`src/rtl/dstt_pkg.sv`:
```
`timescale 1ns / 1ps
`default_nettype none
// ----------------------------------------------------------------------------
// Deadline sorted task table package
// Field widths, operation and status codes, controller states and the
// command and status groups that pass between controller and datapath.
// ----------------------------------------------------------------------------
package dstt_pkg;

   localparam int unsigned CAPACITY_DEF = 16;
   localparam int unsigned MAX_RESULTS  = 16;

   localparam int unsigned KIND_W   = 2;
   localparam int unsigned KEY_W    = 16;
   localparam int unsigned TAG_W    = 16;
   localparam int unsigned POS_W    = 5;
   localparam int unsigned STATUS_W = 3;
   localparam int unsigned RANK_W   = 5;
   localparam int unsigned COUNT_W  = 5;

   typedef enum logic [KIND_W-1:0] {
      KIND_ADD    = 2'd0,
      KIND_LIST   = 2'd1,
      KIND_REMOVE = 2'd2
   } req_kind_type;

   typedef enum logic [STATUS_W-1:0] {
      RSP_OK      = 3'd0,
      RSP_FULL    = 3'd1,
      RSP_EMPTY   = 3'd2,
      RSP_INVALID = 3'd3,
      RSP_CANCEL  = 3'd4
   } rsp_status_type;

   typedef enum logic [2:0] {
      ST_IDLE,
      ST_DECODE,
      ST_SORT,
      ST_FINISH,
      ST_LIST,
      ST_RESP
   } ctl_state_type;

   // Commands from the controller to the datapath.
   typedef struct packed {
      logic           capture;
      logic           append;
      logic           sort_start;
      logic           sort_step;
      logic           remove;
      logic           load_status;
      logic           load_entry;
      rsp_status_type code;
   } dp_cmd_type;

   // Status from the datapath to the controller.
   typedef struct packed {
      logic is_add;
      logic is_list;
      logic is_remove;
      logic full;
      logic empty;
      logic pos_zero;
      logic pos_bad;
      logic sort_last;
      logic list_last;
      logic rsp_free;
   } dp_status_type;

endpackage
`default_nettype wire

```
`src/rtl/dstt_req_if.sv`:
```
`timescale 1ns / 1ps
`default_nettype none
// ----------------------------------------------------------------------------
// Request channel
// Valid/ready channel that carries one table operation per request.
// ----------------------------------------------------------------------------
interface dstt_req_if
   import dstt_pkg::*;
   ();
   logic              valid;
   logic              ready;
   logic [KIND_W-1:0] kind;
   logic [KEY_W-1:0]  deadline;
   logic [TAG_W-1:0]  tag;
   logic [POS_W-1:0]  position;

   modport source (output valid, kind, deadline, tag, position, input ready);
   modport sink   (input valid, kind, deadline, tag, position, output ready);
endinterface
`default_nettype wire

```
`src/rtl/dstt_rsp_if.sv`:
```
`timescale 1ns / 1ps
`default_nettype none
// ----------------------------------------------------------------------------
// Response channel
// Valid/ready channel that carries one result per transfer.
// ----------------------------------------------------------------------------
interface dstt_rsp_if
   import dstt_pkg::*;
   ();
   logic                valid;
   logic                ready;
   logic [STATUS_W-1:0] status;
   logic [RANK_W-1:0]   rank;
   logic [KEY_W-1:0]    entry_deadline;
   logic [TAG_W-1:0]    entry_tag;
   logic [COUNT_W-1:0]  entry_count;
   logic                last;

   modport source (output valid, status, rank, entry_deadline, entry_tag,
                   entry_count, last, input ready);
   modport sink   (input valid, status, rank, entry_deadline, entry_tag,
                   entry_count, last, output ready);
endinterface
`default_nettype wire

```
`src/rtl/dstt_datapath.sv`:
```
`timescale 1ns / 1ps
`default_nettype none
// ----------------------------------------------------------------------------
// Deadline sorted task table datapath
// Entry row with odd-even transposition sorting, shift-down removal,
// readout pointer and the response register.
// ----------------------------------------------------------------------------
module dstt_datapath
   import dstt_pkg::*;
#(
   parameter int unsigned CAPACITY = CAPACITY_DEF
) (
   input  logic                clock,
   input  logic                reset,
   input  logic [KIND_W-1:0]   req_kind,
   input  logic [KEY_W-1:0]    req_deadline,
   input  logic [TAG_W-1:0]    req_tag,
   input  logic [POS_W-1:0]    req_position,
   input  logic                rsp_ready,
   output logic                rsp_valid,
   output logic [STATUS_W-1:0] rsp_status,
   output logic [RANK_W-1:0]   rsp_rank,
   output logic [KEY_W-1:0]    rsp_entry_deadline,
   output logic [TAG_W-1:0]    rsp_entry_tag,
   output logic [COUNT_W-1:0]  rsp_entry_count,
   output logic                rsp_last,
   input  dp_cmd_type          cmd,
   output dp_status_type       stat
);

   localparam int unsigned CW  = $clog2(CAPACITY + 1);
   localparam int unsigned IW  = $clog2(CAPACITY);
   localparam int unsigned LW  = (CW > POS_W) ? CW : POS_W;

   logic [KEY_W-1:0]   key_ff [CAPACITY];
   logic [KEY_W-1:0]   key_in [CAPACITY];
   logic [TAG_W-1:0]   tag_ff [CAPACITY];
   logic [TAG_W-1:0]   tag_in [CAPACITY];
   logic [CW-1:0]      count_ff, count_in;
   logic [IW-1:0]      phase_ff, phase_in;
   logic [IW-1:0]      rd_ff, rd_in;
   logic [KIND_W-1:0]  kind_ff;
   logic [KEY_W-1:0]   new_key_ff;
   logic [TAG_W-1:0]   new_tag_ff;
   logic [POS_W-1:0]   pos_ff;

   logic                rsp_valid_ff, rsp_valid_in;
   logic [STATUS_W-1:0] rsp_status_ff;
   logic [RANK_W-1:0]   rsp_rank_ff;
   logic [KEY_W-1:0]    rsp_key_ff;
   logic [TAG_W-1:0]    rsp_tag_ff;
   logic [COUNT_W-1:0]  rsp_count_ff;
   logic                rsp_last_ff;

   logic [LW-1:0] count_wide;
   logic [LW-1:0] list_len;
   logic [LW-1:0] rd_next_wide;
   logic [LW-1:0] pos_wide;

   assign count_wide   = LW'(count_ff);
   assign list_len     = (count_wide > LW'(MAX_RESULTS)) ? LW'(MAX_RESULTS) : count_wide;
   assign rd_next_wide = LW'(rd_ff) + LW'(1);
   assign pos_wide     = LW'(pos_ff);

   always_comb begin
      stat.is_add    = (kind_ff == KIND_ADD);
      stat.is_list   = (kind_ff == KIND_LIST);
      stat.is_remove = (kind_ff == KIND_REMOVE);
      stat.full      = (count_ff >= CW'(CAPACITY));
      stat.empty     = (count_ff == '0);
      stat.pos_zero  = (pos_ff == '0);
      stat.pos_bad   = (pos_wide > count_wide);
      stat.sort_last = (phase_ff == IW'(CAPACITY - 1));
      stat.list_last = (rd_next_wide == list_len);
      stat.rsp_free  = !rsp_valid_ff || rsp_ready;
   end

   // Entry row update: append at the fill point, one transposition phase
   // over disjoint neighbor pairs, or a shift down over the removed slot.
   always_comb begin
      for (int i = 0; i < CAPACITY; i++) begin
         key_in[i] = key_ff[i];
         tag_in[i] = tag_ff[i];
      end
      count_in = count_ff;
      if (cmd.append) begin
         for (int i = 0; i < CAPACITY; i++) begin
            if (CW'(i) == count_ff) begin
               key_in[i] = new_key_ff;
               tag_in[i] = new_tag_ff;
            end
         end
         count_in = count_ff + CW'(1);
      end
      if (cmd.sort_step) begin
         for (int j = 0; j < CAPACITY - 1; j++) begin
            if ((j % 2) == int'(phase_ff[0]) && CW'(j + 1) < count_ff &&
                key_ff[j] > key_ff[j+1]) begin
               key_in[j]   = key_ff[j+1];
               key_in[j+1] = key_ff[j];
               tag_in[j]   = tag_ff[j+1];
               tag_in[j+1] = tag_ff[j];
            end
         end
      end
      if (cmd.remove) begin
         for (int i = 0; i < CAPACITY - 1; i++) begin
            if (LW'(i) >= pos_wide - LW'(1)) begin
               key_in[i] = key_ff[i+1];
               tag_in[i] = tag_ff[i+1];
            end
         end
         count_in = count_ff - CW'(1);
      end
   end

   always_comb begin
      phase_in = phase_ff;
      rd_in    = rd_ff;
      if (cmd.sort_start) begin
         phase_in = '0;
         rd_in    = '0;
      end else begin
         if (cmd.sort_step) begin
            phase_in = phase_ff + IW'(1);
         end
         if (cmd.load_entry) begin
            rd_in = rd_ff + IW'(1);
         end
      end
   end

   always_comb begin
      rsp_valid_in = rsp_valid_ff;
      if (cmd.load_status || cmd.load_entry) begin
         rsp_valid_in = 1'b1;
      end else if (rsp_ready) begin
         rsp_valid_in = 1'b0;
      end
   end

   always_ff @(posedge clock) begin
      if (reset) begin
         count_ff     <= '0;
         rsp_valid_ff <= 1'b0;
         kind_ff      <= KIND_W'(KIND_ADD);
      end else begin
         count_ff     <= count_in;
         rsp_valid_ff <= rsp_valid_in;
         if (cmd.capture) begin
            kind_ff <= req_kind;
         end
      end
   end

   always_ff @(posedge clock) begin
      for (int i = 0; i < CAPACITY; i++) begin
         key_ff[i] <= key_in[i];
         tag_ff[i] <= tag_in[i];
      end
      phase_ff <= phase_in;
      rd_ff    <= rd_in;
      if (cmd.capture) begin
         new_key_ff <= req_deadline;
         new_tag_ff <= req_tag;
         pos_ff     <= req_position;
      end
      if (cmd.load_entry) begin
         rsp_status_ff <= RSP_OK;
         rsp_rank_ff   <= RANK_W'(rd_next_wide);
         rsp_key_ff    <= key_ff[rd_ff];
         rsp_tag_ff    <= tag_ff[rd_ff];
         rsp_count_ff  <= COUNT_W'(count_ff);
         rsp_last_ff   <= stat.list_last;
      end else if (cmd.load_status) begin
         rsp_status_ff <= cmd.code;
         rsp_rank_ff   <= '0;
         rsp_key_ff    <= '0;
         rsp_tag_ff    <= '0;
         rsp_count_ff  <= COUNT_W'(count_ff);
         rsp_last_ff   <= 1'b1;
      end
   end

   assign rsp_valid          = rsp_valid_ff;
   assign rsp_status         = rsp_status_ff;
   assign rsp_rank           = rsp_rank_ff;
   assign rsp_entry_deadline = rsp_key_ff;
   assign rsp_entry_tag      = rsp_tag_ff;
   assign rsp_entry_count    = rsp_count_ff;
   assign rsp_last           = rsp_last_ff;

   a_count_bound : assert property (@(posedge clock) disable iff (reset)
      count_ff <= CW'(CAPACITY))
      else $error("fill count exceeds capacity");

   a_load_free : assert property (@(posedge clock) disable iff (reset)
      (cmd.load_status || cmd.load_entry) |-> stat.rsp_free)
      else $error("response register overwritten while held");

   a_append_room : assert property (@(posedge clock) disable iff (reset)
      cmd.append |-> !stat.full)
      else $error("append on a full table");

   a_remove_count : assert property (@(posedge clock) disable iff (reset)
      cmd.remove |=> count_ff == $past(count_ff) - CW'(1))
      else $error("removal did not shrink the table by one");

endmodule
`default_nettype wire

```
`src/rtl/dstt_controller.sv`:
```
`timescale 1ns / 1ps
`default_nettype none
// ----------------------------------------------------------------------------
// Deadline sorted task table controller
// Sequences capture, sorting, removal, listing and responses.
// ----------------------------------------------------------------------------
module dstt_controller
   import dstt_pkg::*;
(
   input  logic          clock,
   input  logic          reset,
   input  logic          req_valid,
   output logic          req_ready,
   input  dp_status_type stat,
   output dp_cmd_type    cmd
);

   ctl_state_type  state_ff, state_in;
   rsp_status_type code_ff, code_in;

   always_comb begin
      state_in = state_ff;
      code_in  = code_ff;
      case (state_ff)
         ST_IDLE: begin
            if (req_valid) begin
               state_in = ST_DECODE;
            end
         end
         ST_DECODE: begin
            if (stat.is_add) begin
               code_in  = stat.full ? RSP_FULL : RSP_OK;
               state_in = ST_RESP;
            end else if (stat.is_list || stat.is_remove) begin
               if (stat.empty) begin
                  code_in  = RSP_EMPTY;
                  state_in = ST_RESP;
               end else begin
                  state_in = ST_SORT;
               end
            end else begin
               state_in = ST_IDLE;
            end
         end
         ST_SORT: begin
            if (stat.sort_last) begin
               state_in = stat.is_list ? ST_LIST : ST_FINISH;
            end
         end
         ST_FINISH: begin
            if (stat.pos_zero) begin
               code_in = RSP_CANCEL;
            end else if (stat.pos_bad) begin
               code_in = RSP_INVALID;
            end else begin
               code_in = RSP_OK;
            end
            state_in = ST_RESP;
         end
         ST_LIST: begin
            if (stat.rsp_free && stat.list_last) begin
               state_in = ST_IDLE;
            end
         end
         ST_RESP: begin
            if (stat.rsp_free) begin
               state_in = ST_IDLE;
            end
         end
         default: begin
            state_in = ST_IDLE;
         end
      endcase
   end

   always_comb begin
      req_ready       = 1'b0;
      cmd.capture     = 1'b0;
      cmd.append      = 1'b0;
      cmd.sort_start  = 1'b0;
      cmd.sort_step   = 1'b0;
      cmd.remove      = 1'b0;
      cmd.load_status = 1'b0;
      cmd.load_entry  = 1'b0;
      cmd.code        = code_ff;
      case (state_ff)
         ST_IDLE: begin
            req_ready   = 1'b1;
            cmd.capture = req_valid;
         end
         ST_DECODE: begin
            cmd.append     = stat.is_add && !stat.full;
            cmd.sort_start = (stat.is_list || stat.is_remove) && !stat.empty;
         end
         ST_SORT: begin
            cmd.sort_step = 1'b1;
         end
         ST_FINISH: begin
            cmd.remove = !stat.pos_zero && !stat.pos_bad;
         end
         ST_LIST: begin
            cmd.load_entry = stat.rsp_free;
         end
         ST_RESP: begin
            cmd.load_status = stat.rsp_free;
         end
         default: begin
            req_ready = 1'b0;
         end
      endcase
   end

   always_ff @(posedge clock) begin
      if (reset) begin
         state_ff <= ST_IDLE;
         code_ff  <= RSP_OK;
      end else begin
         state_ff <= state_in;
         code_ff  <= code_in;
      end
   end

   a_cmd_exclusive : assert property (@(posedge clock) disable iff (reset)
      $onehot0({cmd.append, cmd.sort_step, cmd.remove, cmd.load_status,
                cmd.load_entry}))
      else $error("conflicting datapath commands");

endmodule
`default_nettype wire

```
`src/rtl/deadline_sorted_task_table.sv`:
```
// Sequence: an add is captured, decoded and then answered through the
// response register; a list or remove is first captured, decoded and sorted,
// after which a list emits one entry a cycle while the response channel
// takes them, and a remove checks its position and gives its single result.
// Throughput: one request at a time; the next is taken once the last result
// of the current one is loaded into the response register.
`timescale 1ns / 1ps
`default_nettype none
// ----------------------------------------------------------------------------
// Deadline sorted task table
// Table of deadline/tag entries with append, stable sorted listing and
// removal by sorted position.
// ----------------------------------------------------------------------------
//
// Reset (synchronous, active high) empties the table and drops any response.
//
// The block is split into a controller and a datapath. The controller takes
// one request at a time: it captures the request, decodes it, and then steps
// through sorting, removal or readout before returning to idle.
//
// Sorting uses odd-even transposition over the entry row: in each cycle
// every other neighbor pair below the fill count is compared, and a pair is
// swapped only when the left key is strictly larger. Since equal keys never
// swap, the order reached is the stable ascending order, identical to what a
// bubble sort gives. CAPACITY phases always suffice, and all of them run
// regardless of fill.
//
// Removal shifts every entry above the removed slot down by one. Listing
// reads one entry per cycle through a pointer while the response register
// is free, and emits at most sixteen results, with the final one marked last.
//
// Results wait in a response register; the controller only loads it when it
// is empty or being drained in the same cycle, so nothing is lost under
// backpressure.
module deadline_sorted_task_table
   import dstt_pkg::*;
#(
   parameter int unsigned CAPACITY = CAPACITY_DEF
) (
   input  logic       clock,
   input  logic       reset,
   dstt_req_if.sink   req_chan,
   dstt_rsp_if.source rsp_chan
);

   dp_cmd_type    cmd;
   dp_status_type stat;

   // Sequencing of each request.
   dstt_controller u_controller (
      .clock     (clock),
      .reset     (reset),
      .req_valid (req_chan.valid),
      .req_ready (req_chan.ready),
      .stat      (stat),
      .cmd       (cmd)
   );

   // Entry storage, sorting network step and response register.
   dstt_datapath #(
      .CAPACITY (CAPACITY)
   ) u_datapath (
      .clock              (clock),
      .reset              (reset),
      .req_kind           (req_chan.kind),
      .req_deadline       (req_chan.deadline),
      .req_tag            (req_chan.tag),
      .req_position       (req_chan.position),
      .rsp_ready          (rsp_chan.ready),
      .rsp_valid          (rsp_chan.valid),
      .rsp_status         (rsp_chan.status),
      .rsp_rank           (rsp_chan.rank),
      .rsp_entry_deadline (rsp_chan.entry_deadline),
      .rsp_entry_tag      (rsp_chan.entry_tag),
      .rsp_entry_count    (rsp_chan.entry_count),
      .rsp_last           (rsp_chan.last),
      .cmd                (cmd),
      .stat               (stat)
   );

endmodule
`default_nettype wire

```
`src/flat_wrapper.sv`:
```
// flat-port wrapper written by rule: the top's interface ports become plain ports
module deadline_sorted_task_table_flat import dstt_pkg::*;
#(
   parameter int unsigned CAPACITY = CAPACITY_DEF
)
  (clock, reset, req_chan_valid, req_chan_kind, req_chan_deadline, req_chan_tag, req_chan_position, req_chan_ready, rsp_chan_valid, rsp_chan_status, rsp_chan_rank, rsp_chan_entry_deadline, rsp_chan_entry_tag, rsp_chan_entry_count, rsp_chan_last, rsp_chan_ready);
  dstt_req_if req_chan_i ();
  dstt_rsp_if rsp_chan_i ();
  input  logic clock;
  input  logic reset;
  input wire logic [$bits(req_chan_i.valid)-1:0] req_chan_valid;
  input wire logic [$bits(req_chan_i.kind)-1:0] req_chan_kind;
  input wire logic [$bits(req_chan_i.deadline)-1:0] req_chan_deadline;
  input wire logic [$bits(req_chan_i.tag)-1:0] req_chan_tag;
  input wire logic [$bits(req_chan_i.position)-1:0] req_chan_position;
  output wire logic [$bits(req_chan_i.ready)-1:0] req_chan_ready;
  output wire logic [$bits(rsp_chan_i.valid)-1:0] rsp_chan_valid;
  output wire logic [$bits(rsp_chan_i.status)-1:0] rsp_chan_status;
  output wire logic [$bits(rsp_chan_i.rank)-1:0] rsp_chan_rank;
  output wire logic [$bits(rsp_chan_i.entry_deadline)-1:0] rsp_chan_entry_deadline;
  output wire logic [$bits(rsp_chan_i.entry_tag)-1:0] rsp_chan_entry_tag;
  output wire logic [$bits(rsp_chan_i.entry_count)-1:0] rsp_chan_entry_count;
  output wire logic [$bits(rsp_chan_i.last)-1:0] rsp_chan_last;
  input wire logic [$bits(rsp_chan_i.ready)-1:0] rsp_chan_ready;
  assign req_chan_i.valid = req_chan_valid;
  assign req_chan_i.kind = req_chan_kind;
  assign req_chan_i.deadline = req_chan_deadline;
  assign req_chan_i.tag = req_chan_tag;
  assign req_chan_i.position = req_chan_position;
  assign req_chan_ready = req_chan_i.ready;
  assign rsp_chan_valid = rsp_chan_i.valid;
  assign rsp_chan_status = rsp_chan_i.status;
  assign rsp_chan_rank = rsp_chan_i.rank;
  assign rsp_chan_entry_deadline = rsp_chan_i.entry_deadline;
  assign rsp_chan_entry_tag = rsp_chan_i.entry_tag;
  assign rsp_chan_entry_count = rsp_chan_i.entry_count;
  assign rsp_chan_last = rsp_chan_i.last;
  assign rsp_chan_i.ready = rsp_chan_ready;
  deadline_sorted_task_table #(.CAPACITY(CAPACITY)) u_core (.clock(clock), .reset(reset), .req_chan(req_chan_i), .rsp_chan(rsp_chan_i));
endmodule
```
`config.mk`:
```
export PLATFORM = sky130hd
export DESIGN_NAME = deadline_sorted_task_table_flat
export DESIGN_NICKNAME = d
export VERILOG_FILES = /design/src/rtl/dstt_pkg.sv /design/src/rtl/dstt_req_if.sv /design/src/rtl/dstt_rsp_if.sv /design/src/rtl/dstt_datapath.sv /design/src/rtl/dstt_controller.sv /design/src/rtl/deadline_sorted_task_table.sv /design/src/flat_wrapper.sv
export SDC_FILE = /design/constraint.sdc
export NUM_CORES = 2
export LEC_CHECK = 0
export BUFFER_PORTS_ARGS = -buffer_cell sky130_fd_sc_hd__buf_2
export CORE_UTILIZATION = 45
export DETAILED_ROUTE_END_ITERATION = 8
export SLEW_MARGIN = 20
export SYNTH_ARGS = -nofsm -noshare
export SYNTH_HDL_FRONTEND = slang
export SYNTH_SLANG_ARGS = --single-unit
```
`constraint.sdc`:
```
create_clock -name clock -period 3.6 [get_ports clock]
set_input_delay 0.54 -clock clock [delete_from_list [all_inputs] [get_ports clock]]
set_output_delay 0.54 -clock clock [all_outputs]
set_load 0.05 [all_outputs]
```
==> metrics.txt <==
outcome complete, no violations; clock input transition at the sequential cells of the worst setup and hold paths 0.06 ns; highest fanout seen on the critical path 15; post-DR vias/cell 6.31; worst min-delay path category input port to register; Tightest Pin Transition 1.14 ns; worst path arrival time 3.97 ns; Post-Synthesis Cells 4052; Synth Warn # 0; cell at the root of the clock tree sky130_fd_sc_hd__clkbuf_16; Longest Clk Path Bufs 3; First-pass DRT Iterations 5; GRT Overall Usage 0.301; Filler Cells Inserted 7966; number of antenna violations at the first check in global routing 9; beginning of the worst register-to-register path u_core.u_datapath.key_ff[13][15]; parity-gate share of the synthesized area counting xor and xnor cells 0.00354; Layout Nets 4391; area of the die 89200 µm²; Power Density 575 nW/µm²; weighted congestion at the end of routability-driven global placement 0.947; wire length of the first global-routing pass 207 mm; die extent in y 299 µm; TritonCTS clock tree done; post-route design area 44600 µm²; CP Buf/Inv Count 2; effective utilization at floorplan 0.455; fraction of the yosys area taken by sequential cells 0.334; remaining antenna violation count 0; timing-limited maximum frequency 0.293 GHz; post-CTS setup buffer count 0; number of flops mapped to enable cells by yosys 80; Compound-Gate Fraction of Synth Area 0.169; WP data required 4.15 ns; area of the mapped netlist 39600 µm²; gate family responsible for the most delay along the worst path simple AND/OR/NAND/NOR gates; post-route setup TNS 0 ns; Crit path largest cell delay 0.63 ns; remaining global-route overflow 0; beginning of the critical path u_core.u_datapath.key_ff[13][15]; vias in the first global route 32033; top flip-flop cell by instance count after synthesis sky130_fd_sc_hd__dfxtp_1; number of standard-cell rows in the floorplan 108; Synth Register Bits 621; met1 Use GR 0.436; Synth-to-Final Area Change 12.5%; routed len/inst 25.7 µm; critical hold path startpoint req_chan_deadline[6]; global routing's busiest layer met2; hold-fix buffers at CTS 0; Final min period 3.42 ns; dpl cell area 41900 µm²; slowest CP cell sky130_fd_sc_hd__or4_1; Final setup violation count 0; cells resized by post-CTS repair 0; Port-buffer cells 90; met3 layer usage reported by global route 0.0610; final hold violation count 0; met2 Track Usage GR 0.447; core region area 87000 µm²; share of layout cells above drive strength 1 0.193; clock buffers created by TritonCTS 76; sink count of the clock tree 621; relative max-transition margin 0.239; fraction of registers with async set/reset 0; Die X-Extent 299 µm; static leakage power 19.1 nW; crit share post-route 0.949; largest family of logic cells by synthesized area multiplexers; dpl hpwl 102 mm; net count of the mapped netlist 4354; Clock H-tree levels 3; maximum number of pins on one net before global-route repair 66; simple-gate share of the synthesized area 0.0921; Critical Path Source Type register; DR DRC count 0; Boundary Pins 91; RSZ-0062 raised after global routing false; start-to-end type of the worst setup path register to register; Max rail drop VDD 652 µV; final hold slack 0.0697 ns; max-capacitance violation count 0; Cell variety after synth 83; cells traversed along the worst timing path inv_1 > ha_1 > nand4_1 > or4_1 > nor2_1 > nor3_1 > a22oi_2 > buf_4 > o22ai_1 > a21oi_1; mux contribution to synthesized area 0.256; endpoint class of the critical path register; DR vias 33516; Routed WL 136 mm; 1st-iter DRT viols 3084; max-slew violation total from the final report 0; Avg Cell Area, Syn 9.77 µm²; clock network latency to the later pin of the worst-skew pair 0.64 ns; worst clock skew 0.0202 ns; adder-cell share of the synthesized area 0.0818
logic make-up (layout without fill, tap and decap cells):
kind of cell / count (synthesis) / in the layout
xor+xnor: 16 / 16
flops: 621 / 621
mux: 789 / 789
compound gates: 953 / 953
other cells: 0 / 4
fa+ha+maj: 259 / 259
simple gates: 791 / 791
buf+inv: 623 / 721
path summary, 6_finish.rpt:
check | slack, ns | depth (start not counted) | to
worst max-delay path | 0.18 | 10 | u_core.u_datapath.key_ff[12][11]
worst min-delay path | 0.07 | 1 | u_core.u_datapath.new_key_ff[6]
worst max register to register | 0.18 | 10 | u_core.u_datapath.key_ff[12][11]
worst min register to register | 0.45 | 2 | u_core.u_datapath.rsp_status[0]
per-layer routing:
layer | part of all wire | vias up
li1 | - | 15349
met1 | 0.46 | 16510
met2 | 0.43 | 1451
met3 | 0.088 | 204
met4 | 0.027 | 2
met5 | 0.00010 | -
cell usage after synthesis, types with 10 or more instances:
library cell                 n  share of area
sky130_fd_sc_hd__ha_1      259          0.082
sky130_fd_sc_hd__o311ai_0   56          0.012
sky130_fd_sc_hd__mux2_4     14         0.0053
sky130_fd_sc_hd__a221oi_1   76          0.017
sky130_fd_sc_hd__nor3_1     25         0.0032
sky130_fd_sc_hd__clkbuf_1  196          0.019
sky130_fd_sc_hd__o221ai_1   50          0.011
sky130_fd_sc_hd__o21ai_1    17         0.0021
sky130_fd_sc_hd__o22ai_1    30         0.0047
sky130_fd_sc_hd__edfxtp_1   80          0.061
sky130_fd_sc_hd__o31ai_1    13         0.0025
sky130_fd_sc_hd__a21oi_1   242          0.031
sky130_fd_sc_hd__xnor2_1    10         0.0022
sky130_fd_sc_hd__mux2_2    137          0.039
sky130_fd_sc_hd__a21o_1     38         0.0072
sky130_fd_sc_hd__a211oi_1   27         0.0051
sky130_fd_sc_hd__o211ai_1   19         0.0036
sky130_fd_sc_hd__inv_1     313          0.030
sky130_fd_sc_hd__mux2i_1   474           0.12
sky130_fd_sc_hd__and2_1     42         0.0066
sky130_fd_sc_hd__dfxtp_1   541           0.27
sky130_fd_sc_hd__nand4_1    78          0.012
sky130_fd_sc_hd__o21a_1     17         0.0032
sky130_fd_sc_hd__a22oi_1    43         0.0082
sky130_fd_sc_hd__a221o_1    21         0.0053
sky130_fd_sc_hd__a311oi_1   71          0.016
sky130_fd_sc_hd__buf_1      25         0.0024
sky130_fd_sc_hd__o21ai_0   152          0.019
sky130_fd_sc_hd__mux4_2    160          0.091
sky130_fd_sc_hd__nand2b_1   16         0.0025
sky130_fd_sc_hd__buf_2      75         0.0095
sky130_fd_sc_hd__nor2b_1    21         0.0033
sky130_fd_sc_hd__nor2_1    283          0.027
sky130_fd_sc_hd__nand2_1   230          0.022
sky130_fd_sc_hd__nand3_1    54         0.0068
sky130_fd_sc_hd__o221a_2    42          0.012
report_power, final:
part	leakage (nW)	total [mW]	internal, mW	switching (mW)
registers	5.17	9.65	8.04	1.61
logic	12.7	7.88	3.62	4.26
clock network	1.29	8.10	4.82	3.28
total	19.1	25.6	16.5	9.16
area by class of cell:
cell class                      count  area, µm²  area share
Antenna cell                        4       10.0    0.000225
Clock buffer                      104       2210      0.0497
Clock inverter                     35        389     0.00873
Inverter                          315       1180      0.0265
Multi-Input combinational cell   2808      24100       0.540
Sequential cell                   621      13200       0.297
Tap cell                         1155       1450      0.0324
Timing Repair Buffer              267       2000      0.0450
layout by cell type (no fill, tap or decap), types with 43 or more instances in the layout:
cell / instances
sky130_fd_sc_hd__a21oi_1: 241
sky130_fd_sc_hd__a221oi_1: 76
sky130_fd_sc_hd__a22oi_1: 43
sky130_fd_sc_hd__a311oi_1: 71
sky130_fd_sc_hd__buf_2: 90
sky130_fd_sc_hd__buf_4: 159
sky130_fd_sc_hd__clkbuf_16: 80
sky130_fd_sc_hd__dfxtp_1: 538
sky130_fd_sc_hd__edfxtp_1: 80
sky130_fd_sc_hd__ha_1: 259
sky130_fd_sc_hd__inv_1: 312
sky130_fd_sc_hd__mux2_2: 137
sky130_fd_sc_hd__mux2i_1: 474
sky130_fd_sc_hd__mux4_2: 160
sky130_fd_sc_hd__nand2_1: 225
sky130_fd_sc_hd__nand3_1: 51
sky130_fd_sc_hd__nand4_1: 78
sky130_fd_sc_hd__nor2_1: 276
sky130_fd_sc_hd__o21ai_0: 151
sky130_fd_sc_hd__o221ai_1: 50
sky130_fd_sc_hd__o311ai_0: 56
state kept, by name, summed over array words and instances (netlist names), named ones only:
signal and count:
u_core.u_datapath.pos_ff 5, u_core.u_datapath.tag_ff 256, u_core.u_datapath.rsp_entry_deadline 16, u_core.u_datapath.rsp_last 1
u_core.u_controller.state_ff 3, u_core.u_datapath.kind_ff 2, u_core.u_datapath.new_tag_ff 16, u_core.u_datapath.phase_ff 4
u_core.u_datapath.rsp_status 3, u_core.u_datapath.rsp_entry_count 5, u_core.u_datapath.key_ff 256, u_core.u_datapath.rsp_valid 1
u_core.u_datapath.rsp_rank 5, u_core.u_datapath.rd_ff 4, u_core.u_datapath.rsp_entry_tag 16, u_core.u_datapath.count_ff 5
u_core.u_datapath.new_key_ff 16, u_core.u_controller.code_ff 3
stage by stage:
step	cells	worst slack (ns)	power [mW]	utilization
5_1_grt	5305	0.0919	26.7	0.512
4_1_cts	5305	0.221	25.6	0.512
3_5_place_dp	5166	0.267	17.5	0.482
3_3_place_gp	5166	0.242	17.4	0.482
2_1_floorplan	4052	0.134	14.6	-
6_report	5309	0.183	25.6	0.512
Power figures use the tool's default switching activity.
